===== config.mk =====
export PLATFORM = sky130hd
export DESIGN_NAME = mtpl_front
export DESIGN_NICKNAME = d
export VERILOG_FILES = /design/src/hw/rtl/mtpl_pkg.sv /design/src/hw/rtl/mtpl_front.sv
export SDC_FILE = /design/constraint.sdc
export NUM_CORES = 1
export LEC_CHECK = 0
export ABC_AREA = 1
export BUFFER_PORTS_ARGS = -buffer_cell sky130_fd_sc_hd__buf_4
export CORE_MARGIN = 5
export CORE_UTILIZATION = 52
export CTS_CLUSTER_DIAMETER = 100
export DETAILED_ROUTE_END_ITERATION = 10
export GPL_TIMING_DRIVEN = 1
export HOLD_SLACK_MARGIN = 0.06
export PLACE_DENSITY = 0.79
export REMOVE_ABC_BUFFERS = 1
export SLEW_MARGIN = 15
export SYNTH_ARGS = -nofsm -noshare
export SYNTH_HDL_FRONTEND = slang
export SYNTH_SLANG_ARGS = --single-unit

===== constraint.sdc =====
create_clock -name i_clk -period 11.3 [get_ports i_clk]
set_input_delay 1.13 -clock i_clk [delete_from_list [all_inputs] [get_ports i_clk]]
set_output_delay 1.13 -clock i_clk [all_outputs]
set_load 0.03 [all_outputs]

===== src/hw/rtl/mtpl_pkg.sv =====
// shared types and constants of the mesh triangle point locator
// no dependencies
`timescale 1ns / 1ps
package mtpl_pkg;
    localparam int MAX_ELEMS = 1024;
    localparam int IDX_W     = $clog2(MAX_ELEMS);
    localparam int CNT_W     = IDX_W + 1;
    localparam int TOL_W     = 25;
    localparam int BND_W     = 40;
    localparam int NUM_CORNERS = 3;
    localparam int PIPE_LAT  = 6;

    typedef enum logic {
        REQ_WRITE = 1'b0,
        REQ_QUERY = 1'b1
    } t_req;

    typedef enum logic {
        REG_ELEM_COUNT = 1'b0,
        REG_TOLERANCE  = 1'b1
    } t_reg_idx;

    typedef struct packed {
        logic signed [31:0] a;
        logic signed [31:0] b;
        logic signed [31:0] t;
    } t_row;

    typedef struct packed {
        t_req               req_type;
        logic [IDX_W-1:0]   elem_index;
        logic [1:0]         corner;
        t_row               row;
        logic signed [31:0] scale;
        logic signed [31:0] x;
        logic signed [31:0] y;
    } t_cmd;
endpackage


===== src/hw/rtl/mtpl_front.sv =====
// front end: accepts command words into a two-entry queue
// depends on mtpl_pkg
`timescale 1ns / 1ps
module mtpl_front (
    input  logic          i_clk,
    input  logic          i_rst_n,
    input  logic          i_push,
    input  mtpl_pkg::t_cmd i_cmd,
    output logic          o_full,
    input  logic          i_take,
    output logic          o_avail,
    output mtpl_pkg::t_cmd o_cmd
);
    import mtpl_pkg::*;

    t_cmd       r_mem [2];
    logic       r_wp, r_rp;
    logic [1:0] r_cnt;

    assign o_full  = (r_cnt == 2'd2);
    assign o_avail = (r_cnt != 2'd0);
    assign o_cmd   = r_mem[r_rp];

    always_ff @(posedge i_clk) begin
        if (i_push) begin
            r_mem[r_wp] <= i_cmd;
        end
    end

    always_ff @(posedge i_clk) begin
        if (!i_rst_n) begin
            r_wp  <= 1'b0;
            r_rp  <= 1'b0;
            r_cnt <= 2'd0;
        end else begin
            if (i_push) begin
                r_wp <= ~r_wp;
            end
            if (i_take) begin
                r_rp <= ~r_rp;
            end
            r_cnt <= r_cnt + 2'(i_push) - 2'(i_take);
        end
    end
endmodule


[Word-level counts from Yosys, hierarchy flattened]
Memory sizes are Yosys's and may differ from the RTL's. A register that Yosys moved wholly into a read port is not among the register bits.
Cells that the tools add are included.
Word-level totals
  flip-flop bits (word level): 4
  RAM bits: 410
  memories: 1
  input bits: 209
  word-level logic and storage cells: 14
Operators by class
  $add $sub $neg: 2
  bitwise gates (word level): 2
  eq/ne operators: 1
  mux-type cells: 4
  reduce and logical (&&, ||, !) cells: 1
Memory list
  r_mem: words 2, bits a word 205, read ports 1, clocked after memory_dff 1, write ports 1, RTL line mtpl_front.sv:16  | t_cmd r_mem [2];
Operators with widths (count)
  $mux W1: 4
  $add A2 B1 Y2: 1
  $eq A2 B2 Y1 const B: 1
  $not A1 Y1: 2
  $reduce_bool A2 Y1: 1
  $sub A2 B1 Y2: 1

[Depth between registers and ports, before layout]
  depth in word-level cells: 3
  mapped depth: 9
  depth with buffers taken out: 9

[Least setup slack after synthesis]
No wires, ideal clock.
  kind: input port to flip-flop
  start: in i_push
  end: mem r_mem[0][0] (netlist bit) (enable)
  arrival: 9736 ps
  stages: 2
  library setup time: 779 ps
  data required time: 10521 ps
  path buffers: 0
  slack: 785 ps
  cells stage by stage: inv_1 nor2_1
On the way
  longest elaborated chain between the ends: 2
Ends and longest elaborated chain
  start: declaration: RTL line mtpl_front.sv:7  | input logic i_push,
  $mux W1: RTL line mtpl_front.sv:25  | if (i_push) begin
  $mux W1 (not written as such): RTL line mtpl_front.sv:26  | r_mem[r_wp] <= i_cmd;
  end: declaration: RTL line mtpl_front.sv:16
Every way passes these cells.

==> flow_metrics.tcl <==
set metrics [dict create \
    clk_transition_reported_paths_ps 60 \
    power-per-cell-area_nw_per_um2 176 \
    setup-violations-final 0 \
    tightestPinTransition_ps 1110 \
    detailedRoute.firstIterationViolations 391 \
    combinationalPowerShare 0.141 \
    top_layer_reached_by_signal_wires "met4" \
    fin_skew_ps 12.3 \
    clock_tree.root_cell "sky130_fd_sc_hd__clkbuf_16" \
    post_synth_num_cell_types 12 \
    finalHoldViolations 0 \
    clk-insertion-delay-late_ps 520 \
    die_x_um 183 \
    gpl.final_weighted_congestion 0.762 \
    fmax_ghz 0.208 \
    grt_use_total 0.191 \
    die_height_um 183 \
    vias 7805 \
    final_critical_path_share_of_the_clock_period 0.426 \
    setup_repair_after_global_routing_missed_its_margin "false" \
    synth_area_um2 15600 \
    critical_path.startpoint_type "flip-flop" \
    m1WireLength_mm 11.6 \
    cts_inserted_buffers 41 \
    initial_core_util 0.528 \
    slew_headroom 0.258 \
    outcome "complete, no violations" \
    timing.critical_path.to_type "output port" \
    max-clock-path-buffers 3 \
    tritoncts "done" \
    io-pin-count 416 \
    timing.critical_path.required_ps 10170 \
    crit_type "reg -> out" \
    ir_drop_uv 142 \
    num-fill-cells 1871 \
    drt_wl_total_mm 33.4 \
    std_cell_rows 63 \
    detailroute.wirelength.met3_mm 2.94 \
    number_of_post_cts_setup_repair_buffers 0 \
    first_global_vias 8436 \
    numPortBuffers 415 \
    globalRoute.totalOverflow 0 \
    floorplan.die_area_um2 33600 \
    routedWlPerCell_um 21.8 \
    grt_start_max_net_pins 124 \
    final_layout_size_suffix_gt1_frac 0.597 \
    drc 0 \
    final_antenna_net_count 0 \
    areaGrowthSynthToFinish_pct 30.1 \
    number_of_cells_produced_by_synthesis 671 \
    max-cap-violations 0 \
    grt_antenna_before_repair 3 \
    total_switching_power_mw 0.828 \
    global_route_wire_length_before_repair_mm 48.9 \
    yosys_warnings 0 \
    final_stage_net_count 1324 \
    utilization 0.686 \
    postCtsHoldBufs 0 \
    critical_path_peak_fanout 54 \
    netSwitchingFraction 0.231 \
    final_max_slew_viol_count 0 \
    post-route-min-period_ps 4820 \
    met2WireLength_mm 17.1 \
    coreArea_um2 29600 \
    post_cts_resize_count 0 \
    worstHoldPathType "reg -> reg" \
    p_int_mw 2.75 \
    setup-tns-final_ps 0 \
    ctsHtreeMaxLevel 2 \
    synth.avg_cell_area_um2 23.3 \
    power_leakage_nw 7.97 \
    clkPwrFrac 0.353 \
    ys_ff_latch 415 \
    cts_sinks 415 \
    drt_pass1_iterations 4 \
    post_drt_via_cell_ratio 5.08 \
    dp.final_hpwl_mm 23.3 \
    seq_power_share 0.507 \
    synth_sequential_area_ratio 0.794 \
    cp.arrival_ps 3690 \
]
## worst max-delay path, stage by stage (launching register included)
cell and delay [ps]:
sky130_fd_sc_hd__dfxtp_4 810, sky130_fd_sc_hd__buf_4 890, sky130_fd_sc_hd__buf_4 830, sky130_fd_sc_hd__mux2_2 420, sky130_fd_sc_hd__buf_4 170
## power groups by stage
stage                     Sequential, mW  Combinational [mW]  Clock (mW)
after global placement              1.84               0.501           0
after detailed placement            1.85               0.508           0
after floorplan                     1.87               0.325           0
after CTS                           1.82               0.510        1.29
final                               1.81               0.504        1.26
after global routing                1.82               0.529        1.36
## layout make-up
type / instances / area (µm²) / area share
inverters: 7 / 33.8 / 0.00166
diodes: 3 / 7.51 / 0.000369
well taps: 390 / 488 / 0.0240
multi-input cells: 226 / 2980 / 0.146
clock inverters: 16 / 125 / 0.00615
flip-flops and latches: 415 / 12400 / 0.610
clock buffers: 57 / 1130 / 0.0555
repair buffers: 422 / 3170 / 0.156
## cell families (layout without fill, tap and decap cells)
| logic type | count (synthesis) | in the layout | share of synthesized area |
|---|---|---|---|
| other cells | 0 | 3 | 0 |
| fa+ha+maj | 2 | 2 | 0.00160 |
| buf+inv | 30 | 502 | 0.0162 |
| flops | 415 | 415 | 0.794 |
| compound gates | 1 | 1 | 0.000320 |
| simple gates | 18 | 18 | 0.00440 |
| mux | 205 | 205 | 0.184 |
## Yosys cell counts
| library cell | number | area (µm²) |
|---|---|---|
| sky130_fd_sc_hd__nand2_1 | 9 | 33.8 |
| sky130_fd_sc_hd__inv_1 | 7 | 26.3 |
| sky130_fd_sc_hd__buf_2 | 5 | 25.0 |
| sky130_fd_sc_hd__nand3_1 | 1 | 5.00 |
| sky130_fd_sc_hd__buf_6 | 18 | 203 |
| sky130_fd_sc_hd__ha_1 | 2 | 25.0 |
| sky130_fd_sc_hd__dfxtp_1 | 5 | 100 |
| sky130_fd_sc_hd__edfxtp_1 | 410 | 12300 |
| sky130_fd_sc_hd__nor2_1 | 8 | 30.0 |
| sky130_fd_sc_hd__mux2_2 | 55 | 619 |
| sky130_fd_sc_hd__a21oi_1 | 1 | 5.00 |
| sky130_fd_sc_hd__mux2_4 | 150 | 2250 |
## layer usage
metal,track usage,vias to the layer above
met2,0.332,356
met5,0,-
met3,0.0617,91
li1,-,3537
met1,0.212,3821
met4,0.0942,0
## metrics by stage
| step | worst slack (ps) | instance area [µm²] | instances | total power, mW | hold slack [ps] |
|---|---|---|---|---|---|
| 3_5_place_dp | 6960 | 19100 | 1460 | 2.36 | 479 |
| 2_1_floorplan | 785 | 15400 | 648 | 2.20 | 463 |
| 5_1_grt | 6270 | 20300 | 1536 | 3.71 | 552 |
| 4_1_cts | 6420 | 20300 | 1533 | 3.62 | 503 |
| 3_3_place_gp | 7000 | 19100 | 1460 | 2.34 | 476 |
| 6_report | 6480 | 20300 | 1536 | 3.58 | 500 |
## final timing paths
| kind | from | to | slack, ps | cells past startpoint |
|---|---|---|---|---|
| max | flip-flop | o_cmd[36] | 6480 | 4 |
| min | r_rp | flip-flop | 500 | 2 |
| max reg2reg | r_wp | r_mem[0][112] | 7980 | 4 |
| min reg2reg | r_rp | flip-flop | 500 | 2 |
## state kept, by name (all words and copies together), names as in the netlist, named ones only
| name | count |
|---|---|
| r_rp | 1 |
| r_mem | 410 |
| r_wp | 1 |
| r_cnt | 2 |
## layout by cell type (no fill, tap or decap), types with 2 or more instances in the layout
| cell | count |
|---|---|
| sky130_fd_sc_hd__buf_4 | 422 |
| sky130_fd_sc_hd__edfxtp_1 | 410 |
| sky130_fd_sc_hd__mux2_4 | 150 |
| sky130_fd_sc_hd__mux2_2 | 55 |
| sky130_fd_sc_hd__clkbuf_16 | 43 |
| sky130_fd_sc_hd__clkbuf_1 | 14 |
| sky130_fd_sc_hd__nand2_1 | 9 |
| sky130_fd_sc_hd__nor2_1 | 7 |
| sky130_fd_sc_hd__clkinv_1 | 7 |
| sky130_fd_sc_hd__inv_1 | 6 |
| sky130_fd_sc_hd__clkinv_2 | 6 |
| sky130_fd_sc_hd__dfxtp_1 | 4 |
| sky130_fd_sc_hd__diode_2 | 3 |
| sky130_fd_sc_hd__ha_1 | 2 |
| sky130_fd_sc_hd__bufinv_16 | 2 |
(Power assumes the default switching activity.)
